`config.mk`:
```
export PLATFORM = sky130hd
export DESIGN_NAME = token_substring_match_counter_flat
export DESIGN_NICKNAME = d
export VERILOG_FILES = /design/src/tsmc_pkg.sv /design/src/tsmc_in_if.sv /design/src/tsmc_out_if.sv /design/src/tsmc_cfg_regs.sv /design/src/tsmc_token_core.sv /design/src/token_substring_match_counter.sv /design/src/flat_wrapper.sv
export SDC_FILE = /design/constraint.sdc
export NUM_CORES = 1
export LEC_CHECK = 0
export ABC_CLOCK_PERIOD_IN_PS = 11600
export BUFFER_PORTS_ARGS = -buffer_cell sky130_fd_sc_hd__buf_2
export CORE_ASPECT_RATIO = 1.4
export CORE_UTILIZATION = 65
export DETAILED_ROUTE_END_ITERATION = 16
export GPL_TIMING_DRIVEN = 0
export PLACE_DENSITY = 0.84
export SYNTH_ARGS = -nofsm -noshare
export SYNTH_HDL_FRONTEND = slang
export SYNTH_SLANG_ARGS = --single-unit
```
`constraint.sdc`:
```
create_clock -name i_clk -period 11.6 [get_ports i_clk]
set_input_delay 1.16 -clock i_clk [delete_from_list [all_inputs] [get_ports i_clk]]
set_output_delay 1.16 -clock i_clk [all_outputs]
set_load 0.01 [all_outputs]
```
`src/tsmc_pkg.sv`:
```
package tsmc_pkg;

    // Default window depth; the top level may override it
    localparam int PATTERN_MAX_DEF = 16;

    // Pattern register bank: two 64-bit words, 16 bytes
    localparam int PAT_BYTES  = 16;
    localparam int PAT_W      = 8 * PAT_BYTES;
    localparam int CFG_DATA_W = 64;
    localparam int CFG_IDX_W  = 2;
    localparam int PLEN_W     = 5;
    localparam int COUNT_W    = 32;
    // Wide enough for any pattern index the window can ask for (depth up to 64)
    localparam int PIDX_W     = 7;

    typedef logic [7:0]         t_byte;
    typedef logic [COUNT_W-1:0] t_count;

    // Configuration register indexes
    localparam logic [CFG_IDX_W-1:0] CFG_PATTERN_LOW  = 2'd0;
    localparam logic [CFG_IDX_W-1:0] CFG_PATTERN_HIGH = 2'd1;
    localparam logic [CFG_IDX_W-1:0] CFG_PATTERN_LEN  = 2'd2;

    // Special bytes
    localparam t_byte BYTE_NUL     = 8'h00;
    localparam t_byte BYTE_SPACE   = 8'h20;
    localparam t_byte BYTE_COMMA   = 8'h2C;
    localparam t_byte BYTE_PERIOD  = 8'h2E;
    localparam t_byte BYTE_HYPHEN  = 8'h2D;
    localparam t_byte BYTE_NEWLINE = 8'h0A;

    localparam t_count COUNT_MAX = '1;

    typedef struct packed {
        logic [PAT_W-1:0]  pattern;
        logic [PLEN_W-1:0] length;
    } t_cfg;

    typedef struct packed {
        t_byte data_byte;
        logic  file_start;
        logic  clear_count;
    } t_item;

    typedef struct packed {
        logic   token_hit;
        t_count match_count;
        logic   token_active;
    } t_result;

    function automatic logic is_delim(input t_byte b);
        return (b == BYTE_NUL) || (b == BYTE_SPACE) || (b == BYTE_COMMA) ||
               (b == BYTE_PERIOD) || (b == BYTE_HYPHEN);
    endfunction

endpackage

```
`src/tsmc_in_if.sv`:
```
interface tsmc_in_if;
    logic             valid;
    logic             ready;
    tsmc_pkg::t_byte  data_byte;
    logic             file_start;
    logic             clear_count;

    modport source (output valid, output data_byte, output file_start,
                    output clear_count, input ready);
    modport sink   (input valid, input data_byte, input file_start,
                    input clear_count, output ready);
endinterface

```
`src/tsmc_out_if.sv`:
```
interface tsmc_out_if;
    logic             valid;
    logic             ready;
    logic             token_hit;
    tsmc_pkg::t_count match_count;
    logic             token_active;

    modport source (output valid, output token_hit, output match_count,
                    output token_active, input ready);
    modport sink   (input valid, input token_hit, input match_count,
                    input token_active, output ready);
endinterface

```
`src/tsmc_cfg_regs.sv`:
```
module tsmc_cfg_regs (
    input  logic                                 i_clk,
    input  logic                                 i_rst_n,
    input  logic                                 i_cfg_we,
    input  logic [tsmc_pkg::CFG_IDX_W-1:0]       i_cfg_idx,
    input  logic [tsmc_pkg::CFG_DATA_W-1:0]      i_cfg_wdata,
    output tsmc_pkg::t_cfg                       o_cfg
);
    import tsmc_pkg::*;

    logic [CFG_DATA_W-1:0] r_pat_low;
    logic [CFG_DATA_W-1:0] r_pat_high;
    logic [PLEN_W-1:0]     r_pat_len;

    // Register bank; writes to unused indexes are dropped
    always_ff @(posedge i_clk) begin
        if (!i_rst_n) begin
            r_pat_low  <= '0;
            r_pat_high <= '0;
            r_pat_len  <= '0;
        end else if (i_cfg_we) begin
            unique case (i_cfg_idx)
                CFG_PATTERN_LOW:  r_pat_low  <= i_cfg_wdata;
                CFG_PATTERN_HIGH: r_pat_high <= i_cfg_wdata;
                CFG_PATTERN_LEN:  r_pat_len  <= i_cfg_wdata[PLEN_W-1:0];
                default: ;
            endcase
        end
    end

    assign o_cfg.pattern = {r_pat_high, r_pat_low};
    assign o_cfg.length  = r_pat_len;

endmodule

```
`src/tsmc_token_core.sv`:
```
module tsmc_token_core #(
    parameter int PATTERN_MAX = tsmc_pkg::PATTERN_MAX_DEF
) (
    input  logic              i_clk,
    input  logic              i_rst_n,
    input  tsmc_pkg::t_cfg    i_cfg,
    input  logic              i_step,
    input  tsmc_pkg::t_item   i_item,
    output tsmc_pkg::t_result o_res
);
    import tsmc_pkg::*;

    localparam int LW = $clog2(PATTERN_MAX + 1);
    // History depth: the newest byte comes straight from the item
    localparam int RD = (PATTERN_MAX > 1) ? PATTERN_MAX - 1 : 1;

    // Token state
    t_byte          r_recent [RD];
    logic [LW-1:0]  r_tok_len;
    logic           r_matched;
    t_count         r_count;

    logic [LW-1:0]  n_tok_len;
    logic           n_matched;
    t_count         n_count;

    t_byte          pat [PAT_BYTES];
    t_byte          win [PATTERN_MAX];
    logic [PATTERN_MAX-1:0] lane_ok;
    logic [LW-1:0]  len_eff;
    logic [LW-1:0]  tl0;
    logic [LW-1:0]  tl1;
    logic           m0;
    t_count         cnt0;
    logic           delim;
    logic           match;
    logic           hit;

    // Split pattern words into bytes
    for (genvar g = 0; g < PAT_BYTES; g++) begin : g_pat
        assign pat[g] = i_cfg.pattern[8*g +: 8];
    end

    // Window as it stands after this byte, newest first
    assign win[0] = i_item.data_byte;
    for (genvar g = 1; g < PATTERN_MAX; g++) begin : g_win
        assign win[g] = r_recent[g-1];
    end

    // Pattern length clamped to the window depth
    always_comb begin
        if (int'(i_cfg.length) > PATTERN_MAX) begin
            len_eff = LW'(PATTERN_MAX);
        end else begin
            len_eff = LW'(i_cfg.length);
        end
    end

    // Parallel lane compare: lane i checks pattern byte len-1-i
    always_comb begin
        logic [LW-1:0]     k;
        logic [PIDX_W-1:0] kx;
        t_byte             pb;
        for (int i = 0; i < PATTERN_MAX; i++) begin
            k  = len_eff - LW'(1) - LW'(i);
            kx = PIDX_W'(k);
            pb = (kx < PIDX_W'(PAT_BYTES)) ? pat[kx[3:0]] : BYTE_NUL;
            lane_ok[i] = (LW'(i) >= len_eff) || (win[i] == pb);
        end
    end

    // Token bookkeeping for this byte
    always_comb begin
        cnt0  = i_item.clear_count ? '0 : r_count;
        tl0   = i_item.file_start ? '0 : r_tok_len;
        m0    = i_item.file_start ? 1'b0 : r_matched;
        delim = is_delim(i_item.data_byte);
        tl1   = (tl0 == LW'(PATTERN_MAX)) ? tl0 : tl0 + LW'(1);
        match = (len_eff == '0) || ((tl1 >= len_eff) && (&lane_ok));
        hit   = !delim && !m0 && match;

        n_count = (hit && (cnt0 != COUNT_MAX)) ? cnt0 + t_count'(1) : cnt0;

        if (delim || (i_item.data_byte == BYTE_NEWLINE)) begin
            n_tok_len = '0;
            n_matched = 1'b0;
        end else begin
            n_tok_len = tl1;
            n_matched = m0 | hit;
        end

        o_res.token_hit    = hit;
        o_res.match_count  = n_count;
        o_res.token_active = !delim && (i_item.data_byte != BYTE_NEWLINE);
    end

    // Control state
    always_ff @(posedge i_clk) begin
        if (!i_rst_n) begin
            r_tok_len <= '0;
            r_matched <= 1'b0;
            r_count   <= '0;
        end else if (i_step) begin
            r_tok_len <= n_tok_len;
            r_matched <= n_matched;
            r_count   <= n_count;
        end
    end

    // Byte history; only bytes inside the current token are ever compared
    always_ff @(posedge i_clk) begin
        if (i_step && !delim) begin
            r_recent[0] <= i_item.data_byte;
            for (int j = 1; j < RD; j++) begin
                r_recent[j] <= r_recent[j-1];
            end
        end
    end

    // A token that already matched never reports another hit
    a_one_hit_per_token: assert property (@(posedge i_clk) disable iff (!i_rst_n)
        i_step && r_matched && !i_item.file_start |-> !o_res.token_hit)
        else $error("second hit inside one token");

    // Count only moves up unless cleared, and by at most one
    a_count_step: assert property (@(posedge i_clk) disable iff (!i_rst_n)
        i_step && !i_item.clear_count |=>
            (r_count == $past(r_count)) || (r_count == $past(r_count) + t_count'(1)))
        else $error("match count jumped");

    // A matched token is never empty
    a_matched_len: assert property (@(posedge i_clk) disable iff (!i_rst_n)
        r_matched |-> (r_tok_len != '0))
        else $error("matched flag set with no open token");

endmodule

```
`src/token_substring_match_counter.sv`:
```
// Channel  Dir  Beat fields                               Handshake
// s_in     in   data_byte, file_start, clear_count        valid/ready
// m_out    out  token_hit, match_count, token_active      valid/ready
// cfg      in   i_cfg_idx, i_cfg_wdata                    i_cfg_we
//
// One result beat per input beat; each accepted beat passes the input register,
// then the token logic into the result register.
// Throughput is one byte per cycle unless the output stalls.
// Reset is synchronous, active low; pattern registers and count clear to zero.
// A stalled output holds its beat while one more input beat can still be taken.
module token_substring_match_counter #(
    parameter int PATTERN_MAX = tsmc_pkg::PATTERN_MAX_DEF
) (
    input  logic                              i_clk,
    input  logic                              i_rst_n,
    tsmc_in_if.sink                           s_in,
    tsmc_out_if.source                        m_out,
    input  logic                              i_cfg_we,
    input  logic [tsmc_pkg::CFG_IDX_W-1:0]    i_cfg_idx,
    input  logic [tsmc_pkg::CFG_DATA_W-1:0]   i_cfg_wdata
);
    import tsmc_pkg::*;

    t_cfg    cfg;
    t_item   r_s1_item;
    logic    r_s1_v;
    t_result r_out_res;
    logic    r_out_v;
    t_result core_res;
    logic    out_free;
    logic    step;

    tsmc_cfg_regs u_cfg (
        .i_clk       (i_clk),
        .i_rst_n     (i_rst_n),
        .i_cfg_we    (i_cfg_we),
        .i_cfg_idx   (i_cfg_idx),
        .i_cfg_wdata (i_cfg_wdata),
        .o_cfg       (cfg)
    );

    tsmc_token_core #(
        .PATTERN_MAX (PATTERN_MAX)
    ) u_core (
        .i_clk   (i_clk),
        .i_rst_n (i_rst_n),
        .i_cfg   (cfg),
        .i_step  (step),
        .i_item  (r_s1_item),
        .o_res   (core_res)
    );

    // Stage handshakes
    assign out_free   = !r_out_v || m_out.ready;
    assign step       = r_s1_v && out_free;
    assign s_in.ready = !r_s1_v || out_free;

    // Input register
    always_ff @(posedge i_clk) begin
        if (!i_rst_n) begin
            r_s1_v <= 1'b0;
        end else if (s_in.valid && s_in.ready) begin
            r_s1_v <= 1'b1;
        end else if (step) begin
            r_s1_v <= 1'b0;
        end
    end

    always_ff @(posedge i_clk) begin
        if (s_in.valid && s_in.ready) begin
            r_s1_item.data_byte   <= s_in.data_byte;
            r_s1_item.file_start  <= s_in.file_start;
            r_s1_item.clear_count <= s_in.clear_count;
        end
    end

    // Result register
    always_ff @(posedge i_clk) begin
        if (!i_rst_n) begin
            r_out_v <= 1'b0;
        end else if (step) begin
            r_out_v <= 1'b1;
        end else if (m_out.ready) begin
            r_out_v <= 1'b0;
        end
    end

    always_ff @(posedge i_clk) begin
        if (step) begin
            r_out_res <= core_res;
        end
    end

    assign m_out.valid        = r_out_v;
    assign m_out.token_hit    = r_out_res.token_hit;
    assign m_out.match_count  = r_out_res.match_count;
    assign m_out.token_active = r_out_res.token_active;

endmodule

```
`src/flat_wrapper.sv`:
```
// flat-port wrapper written by rule: the top's interface ports become plain ports
module token_substring_match_counter_flat import tsmc_pkg::*;
#(
    parameter int PATTERN_MAX = tsmc_pkg::PATTERN_MAX_DEF
)
  (i_clk, i_rst_n, i_cfg_we, i_cfg_idx, i_cfg_wdata, s_in_valid, s_in_data_byte, s_in_file_start, s_in_clear_count, s_in_ready, m_out_valid, m_out_token_hit, m_out_match_count, m_out_token_active, m_out_ready);
  tsmc_in_if s_in_i ();
  tsmc_out_if m_out_i ();
  input  logic i_clk;
  input  logic i_rst_n;
  input  logic i_cfg_we;
  input  logic [tsmc_pkg::CFG_IDX_W-1:0] i_cfg_idx;
  input  logic [tsmc_pkg::CFG_DATA_W-1:0] i_cfg_wdata;
  input wire logic [$bits(s_in_i.valid)-1:0] s_in_valid;
  input wire logic [$bits(s_in_i.data_byte)-1:0] s_in_data_byte;
  input wire logic [$bits(s_in_i.file_start)-1:0] s_in_file_start;
  input wire logic [$bits(s_in_i.clear_count)-1:0] s_in_clear_count;
  output wire logic [$bits(s_in_i.ready)-1:0] s_in_ready;
  output wire logic [$bits(m_out_i.valid)-1:0] m_out_valid;
  output wire logic [$bits(m_out_i.token_hit)-1:0] m_out_token_hit;
  output wire logic [$bits(m_out_i.match_count)-1:0] m_out_match_count;
  output wire logic [$bits(m_out_i.token_active)-1:0] m_out_token_active;
  input wire logic [$bits(m_out_i.ready)-1:0] m_out_ready;
  assign s_in_i.valid = s_in_valid;
  assign s_in_i.data_byte = s_in_data_byte;
  assign s_in_i.file_start = s_in_file_start;
  assign s_in_i.clear_count = s_in_clear_count;
  assign s_in_ready = s_in_i.ready;
  assign m_out_valid = m_out_i.valid;
  assign m_out_token_hit = m_out_i.token_hit;
  assign m_out_match_count = m_out_i.match_count;
  assign m_out_token_active = m_out_i.token_active;
  assign m_out_i.ready = m_out_ready;
  token_substring_match_counter #(.PATTERN_MAX(PATTERN_MAX)) u_core (.i_clk(i_clk), .i_rst_n(i_rst_n), .s_in(s_in_i), .m_out(m_out_i), .i_cfg_we(i_cfg_we), .i_cfg_idx(i_cfg_idx), .i_cfg_wdata(i_cfg_wdata));
endmodule
```
==> results of run 1 <==
==> routing by layer <==
layer	GRT usage, %	GRT overflow
met1	67.2	0
met4	62.6	0
met5	8.78	0
met3	43.2	0
met2	85.9	1
==> per-stage QoR <==
stage | area, um2 | setup WS (ns)
floorplan | 21700 | 4.11
global placement | 22800 | 2.16
detailed placement | 23000 | 4.05
CTS | 24100 | 4.01
==> Yosys cell counts, drive strengths merged, types with 12 or more instances <==
master	count	share of area (%)
or4	16	0.55
xor2	38	1.6
mux2	32	1.7
edfxtp	164	23
xnor2	65	2.6
nor4	27	0.78
inv	36	0.62
nand3	53	1.3
nand2	394	6.9
o22ai	51	1.5
nor2b	29	0.84
a31oi	36	1.0
mux2i	173	8.0
nor3b	25	0.89
dfxtp	173	16
nor3	36	1.0
buf	78	2.0
o21ai	77	1.8
a211oi	34	1.2
nand4	31	0.96
a211o	15	0.61
mux4	52	5.4
clkbuf	84	1.5
nor2	115	2.0
a22oi	19	0.66
nand2b	12	0.35
o211ai	21	0.73
o21a	19	0.66
a21oi	212	4.9
or3	23	0.69
==> logic make-up after synthesis <==
family / count (synthesis) / share of synthesized area [%]
buf+inv: 201 / 4.09
flops: 337 / 38.7
xor+xnor: 103 / 4.23
simple gates: 821 / 18.3
compound gates: 624 / 19.1
fa+ha+maj: 10 / 0.577
mux: 257 / 15.1
==> impl_metrics.ini, run 1 <==
[die]
die_x_um = 156
boundaryPins = 117
die_h_um = 218
placementRows = 78
start_util_pct = 66.6

[cts]
h-tree-depth = 2
cts_hold_buffers = 0
numCtsBuffers = 35
cts-root-buf = clkbuf_16
cts-resized-gates = 0
cts_sinks = 337
post_cts_buffers = 0
clock_path_buffers = 3

[yosys]
synth_ff_type = dfxtp_1
synth_cell_types = 92
ys_warn_count = 0
syn_nets = 2444
synth.avg_cell_area_um2 = 9.22
synth_edf_count = 164
syn_inst = 2353
synthArstFlopShare_pct = 0
yosys_register_bits = 337
syn_area_um2 = 21700
ys_seq_area_share_pct = 38.7

[placed_design]
hpwl_um = 75000
portBuffers = 115
place_inst = 2914
place.gp.congestion = 1.20

[outcome]
status = did not finish
failed_stage = global routing (5_1_grt)
stop_error = [ERROR GRT-0116] Global routing finished with congestion. Check the congestion regions in the DRC Viewer.

[global_routing]
track_usage_pct = 65.1
grt.overflow.total = 1
first_global_vias = 23100
grt_pass1_wl_um = 158000
grt_start_max_net_pins = 41
==> run 2, diff against run 1 <==
CORE_ASPECT_RATIO = default   (was 1.4)
CORE_UTILIZATION = 40   (was 65)
PLACE_DENSITY = default   (was 0.84)
PLACE_DENSITY_LB_ADDON = 0.15   (was default)
==> impl_metrics.ini, run 2 <==
[setup_path]
cpLargestDelayFamily = buffers and inverters
endpoint_kind = register
crit_path_top_delay_cell = clkbuf_1
crit_type = reg -> reg
worst_path_most_repeated_cell = buf_2
cp_cell_sequence = nand2b_1 > buf_4 > buf_4 > buf_2 > buf_2 > buf_2 > ha_1 > clkbuf_1 > clkbuf_1 > clkbuf_1 > o221a_2 > o21ai_1 > a2111oi_0 > nand4_1 > a211o_1 > a31oi_1 > o21ai_2 > nor3_4 > buf_2 > a31oi_1 > o21a_1
path_max_fanout = 10
worst_ep_required_time_ns = 11.90
critical_path_buf_inv_count = 9
crit_path_start_kind = register
slowest_delay_ns = 0.65
arrival_ns = 8.75

[global_routing]
grt_start_max_net_pins = 37
track_usage_pct = 38.6
first_global_vias = 19800
grt.overflow.total = 0
antenna_found_initial = 2
grt_pass1_wl_um = 151000

[placed_design]
hpwl_um = 87400
place.gp.congestion = 1.09
portBuffers = 115
dpl_cell_area_um2 = 23300
dpl_worst_slack_ns = 3.51

[yosys]
syn_area_um2 = 21700
synth_edf_count = 164
yosys-top-cells-count = 393 x nand2_1, 211 x a21oi_1, 173 x dfxtp_1, 173 x mux2i_1, 164 x edfxtp_1
synth_cell_types = 92
ys_warn_count = 0
syn_nets = 2444
synthArstFlopShare_pct = 0
yosys_register_bits = 337
synth.avg_cell_area_um2 = 9.22
synth_most_common_cell = nand2_1
syn_inst = 2353
yosysTopAreaCellShare_pct = 22.7
yosysTopAreaCell = edfxtp_1
ys_seq_area_share_pct = 38.7
yosys-top-cells-area = edfxtp_1 23%, dfxtp_1 16%, mux2i_1 8.0%, nand2_1 6.8%, mux4_2 5.1%
synth_ff_type = dfxtp_1

[finish]
multi_input_area_um2 = 12400
top_register = u_core.u_core.r_recent
area_growth_pct = 12.9
nNetsFinal = 2607
final_cell_mix = 393 x nand2_1, 211 x a21oi_1, 173 x mux2i_1, 173 x dfxtp_1, 164 x edfxtp_1
drive_above_1_share_pct = 14.5
ff_latch_area_um2 = 8390
nFillCells = 5177
utilization_pct = 46.1
final_common_cell = nand2_1
final_area_um2 = 24500
diodes = 0
reg_top3 = u_core.u_core.r_recent (120), u_core.u_cfg.r_pat_high (64), u_core.u_cfg.r_pat_low (64)
largest_reg_flops = 120

[die]
coreArea_um2 = 53100
die_h_um = 235
boundaryPins = 117
start_util_pct = 40.9
die_x_um = 235
die_area_um2 = 55200
placementRows = 84

[sta]
rsz0062_at_grt = no
drv_slew = 0
slew_headroom_pct = 8.00
hold_viol = 0
setup_ws_ns = 3.15
finalCritPeriodShare_pct = 72.9
fin_crit_ns = 8.45
fmax_ghz = 0.118
setup_viol = 0
tightest_slew_ns = 1.37
finalSetupTns_ns = 0
finClkSkew_ns = 0.0185

[drt]
ant_nets = 0
vias = 21300
via_per_inst = 6.59
wire_per_inst_um = 33.8
drtIter0Drc = 2673
remaining_drc_errors = 0
dr.pass1.iters = 5
routed_wl_um = 109000

[cts]
clock_path_buffers = 3
cts_hold_buffers = 0
cts_tree = built
insertion_delay_ns = 0.56
cts_sinks = 337
post_cts_buffers = 0
numCtsBuffers = 38
h-tree-depth = 2
cts.clk_slew.worst_paths_ns = 0.06
cts-resized-gates = 0
cts-root-buf = clkbuf_16

[outcome]
status = finished clean

[run]
maxCapViolations = 0

[power_and_ir_drop]
ir_drop_mv = 0.132
power_density_nw_per_um2 = 126
p_leak_uw = 0.00837

[worst_hold_path]
hp-class = reg -> reg
[run 2: worst reg2reg max path, cell delays in order, from the launching register on]
cell,delay (ns)
dfxtp_1,0.58
nand2b_1,0.17
buf_4,0.18
buf_4,0.27
buf_2,0.43
buf_2,0.47
buf_2,0.39
ha_1,0.37
clkbuf_1,0.55
clkbuf_1,0.65
clkbuf_1,0.59
o221a_2,0.32
o21ai_1,0.05
a2111oi_0,0.42
nand4_1,0.28
a211o_1,0.38
a31oi_1,0.47
o21ai_2,0.29
nor3_4,0.57
buf_2,0.38
a31oi_1,0.13
o21a_1,0.24
[run 2: routing by layer]
metal | GRT usage, % | part of all wire (%) | wire length, um
met4 | 21.6 | 6.4 | 6960
met3 | 8.95 | 9.1 | 9960
met5 | 0 | 0.025 | 27
met1 | 51.5 | 42 | 45600
met2 | 57.3 | 43 | 46600
[run 2: logic make-up (layout without fill, tap and decap cells)]
group | count (synthesis) | count (layout) | synth area share [%]
xor+xnor | 103 | 103 | 4.23
mux | 257 | 257 | 15.1
fa+ha+maj | 10 | 10 | 0.577
simple gates | 821 | 821 | 18.3
buf+inv | 201 | 388 | 4.09
compound gates | 624 | 624 | 19.1
flops | 337 | 337 | 38.7
[run 2: power by group]
| group | leakage [uW] | switching (uW) | internal (uW) |
|---|---|---|---|
| Combinational | 0.00482 | 355 | 173 |
| Sequential | 0.00294 | 67.5 | 1290 |
| Clock | 0.000612 | 498 | 706 |
| Total | 0.00837 | 920 | 2170 |
[run 2: layout make-up]
type | count | area share, %
buffer | 162 | 3.03
inverter | 39 | 0.603
tap | 688 | 3.51
timing repair buffer | 123 | 2.78
clock buffer | 50 | 4.44
clock inverter | 14 | 0.572
multi-input combinational | 1815 | 50.8
sequential | 337 | 34.2
[run 2: final timing paths]
path | from | endpoint | slack (ns) | cells after the start
max | u_core.u_cfg.r_pat_len[4] | u_core.m_out.match_count[31] | 3.15 | 21
min | u_core.u_core.r_matched | u_core.u_core.r_matched | 0.47 | 2
min reg2reg | u_core.u_core.r_matched | u_core.u_core.r_matched | 0.47 | 2
max reg2reg | u_core.u_cfg.r_pat_len[4] | u_core.m_out.match_count[31] | 3.15 | 21
[run 2: per-stage QoR]
step | std cells | hold WS, ns | total power (uW)
4_1_cts | 3228 | 0.472 | 3090
5_1_grt | 3228 | 0.492 | 3180
3_3_place_gp | 3156 | 0.444 | 1890
2_1_floorplan | 2353 | 0.424 | 1660
3_5_place_dp | 3164 | 0.459 | 1890
6_report | 3228 | 0.470 | 3090
Note: power is estimated with default switching activity, not from simulation.
==> run 3, diff against run 2 <==
ABC_CLOCK_PERIOD_IN_PS = 8500   (was 11600)
clock period = 8.5 ns   (was 11.6 ns; I/O delays follow)
==> impl_metrics.ini, run 3 (synthesis gave the netlist of run 2 again) <==
[outcome]
status = finished clean

[worst_hold_path]
hp-class = in -> reg
min_to = u_core.r_s1_item[1]
min_from = s_in_file_start
hold-path-cell-count = 1

[drt]
ant_nets = 0
drtIter0Drc = 2681
wire_per_inst_um = 33.8
via_per_inst = 6.59
dr.pass1.iters = 5
vias = 21300
remaining_drc_errors = 0
routed_wl_um = 109000

[finish]
final_cell_mix = 393 x nand2_1, 211 x a21oi_1, 173 x mux2i_1, 173 x dfxtp_1, 164 x edfxtp_1
final_common_cell = nand2_1
nFillCells = 5177
top_register = u_core.u_core.r_recent
largest_reg_flops = 120
reg_top3 = u_core.u_core.r_recent (120), u_core.u_cfg.r_pat_high (64), u_core.u_cfg.r_pat_low (64)
diodes = 0
drive_above_1_share_pct = 14.6
area_growth_pct = 12.9
nNetsFinal = 2607
final_area_um2 = 24500

[placed_design]
place.gp.congestion = 1.09
portBuffers = 115
hpwl_um = 87400
dpl_cell_area_um2 = 23300

[die]
boundaryPins = 117
die_x_um = 235
coreArea_um2 = 53100
die_area_um2 = 55200
start_util_pct = 40.9
die_h_um = 235
placementRows = 84

[setup_path]
crit_path_start_kind = register
timing.rr.end = u_core.m_out.match_count[31]
slowest_delay_ns = 0.61
cp_cell_sequence = nand2b_1 > buf_4 > buf_4 > buf_2 > buf_2 > buf_2 > ha_1 > inv_1 > buf_1 > clkbuf_1 > o21ai_0 > nand2_1 > mux2i_1 > a2111oi_0 > nand4_1 > a211o_1 > a31oi_1 > o21ai_2 > nor3_4 > buf_2 > a31oi_1 > o21a_1
r2r_slack_ns = 0.09
worst_path_most_repeated_cell = buf_2
path_max_fanout = 10
arrival_ns = 8.70
endpoint_kind = register
crit_type = reg -> reg
reg2reg_from = u_core.u_cfg.r_pat_len[4]
worst_ep_required_time_ns = 8.80
reg2reg_depth = 22
crit_path_top_delay_cell = clkbuf_1
critical_path_buf_inv_count = 9
cpLargestDelayFamily = buffers and inverters

[sta]
finalSetupTns_ns = 0
finalCritPeriodShare_pct = 98.9
setup_viol = 0
fin_crit_ns = 8.41
drv_slew = 0
tightest_slew_ns = 1.37
fmax_ghz = 0.119
rsz0062_at_grt = no
finClkSkew_ns = 0.0175
slew_headroom_pct = 7.59
whs_ns = 0.467
hold_viol = 0

[cts]
cts_tree = built
cts-root-buf = clkbuf_16
cts_sinks = 337
numCtsBuffers = 38
post_cts_buffers = 0
cts.clk_slew.worst_paths_ns = 0.06
insertion_delay_ns = 0.56
h-tree-depth = 2
clock_path_buffers = 3

[global_routing]
track_usage_pct = 38.6
antenna_found_initial = 2
grt_pass1_wl_um = 151000
grt_start_max_net_pins = 37
first_global_vias = 19800
grt.overflow.total = 0

[power_and_ir_drop]
ir_drop_mv = 0.179
p_total_uw = 4220
power_density_nw_per_um2 = 172
p_leak_uw = 0.00838

[run]
maxCapViolations = 0
## run 3: worst max path at each step
stage,cells past startpoint,start,endpoint
3_5_place_dp,19,u_core.u_cfg.r_pat_len[4],u_core.m_out.match_count[31]
3_3_place_gp,7,m_out_ready,u_core.u_core.r_recent[1][50]
2_1_floorplan,6,m_out_ready,u_core.u_core.r_recent[0][0]
6_report,22,u_core.u_cfg.r_pat_len[4],u_core.m_out.match_count[31]
4_1_cts,21,u_core.u_cfg.r_pat_len[4],u_core.m_out.match_count[31]
5_1_grt,22,u_core.u_cfg.r_pat_len[4],u_core.m_out.match_count[31]
## run 3: through the flow
stage,setup slack (ns),std cells,utilization [%]
finish,0.0936,3228,46.2
global route,0.0463,3228,46.2
CTS,0.366,3228,46.1
detailed placement,0.410,3164,43.8
global placement,-1.36,3156,43.6
floorplan,1.32,2353,-
## run 3: area by class of cell
class | count | area (um2) | share of cell area [%]
timing repair buffer | 123 | 682 | 2.78
buffer | 162 | 743 | 3.03
multi-input combinational | 1815 | 12400 | 50.8
inverter | 39 | 148 | 0.603
clock buffer | 50 | 1090 | 4.44
tap | 688 | 861 | 3.51
clock inverter | 14 | 140 | 0.572
sequential | 337 | 8390 | 34.2
## run 3: per-layer routing
metal | part of all wire, % | vias to the layer above | routed length (um) | GRT usage [%]
met4 | 6.3 | 4 | 6890 | 21.6
met1 | 42 | 10600 | 45600 | 51.5
li1 | - | 9191 | - | -
met3 | 9.2 | 256 | 10000 | 8.95
met2 | 43 | 1238 | 46700 | 57.3
met5 | 0.025 | - | 27 | 0
## run 3: power by group
part           switching, uW  leakage (uW)  internal [uW]
registers               92.1       0.00294           1770
logic                    485       0.00483            236
clock network            679      0.000612            963
## run 3: repair_timing
action	4_1_cts	5_1_grt
hold buffers	0	0
setup endpoints to repair	0	3
gates resized for setup	0	2
endpoints found under the hold margin	0	0
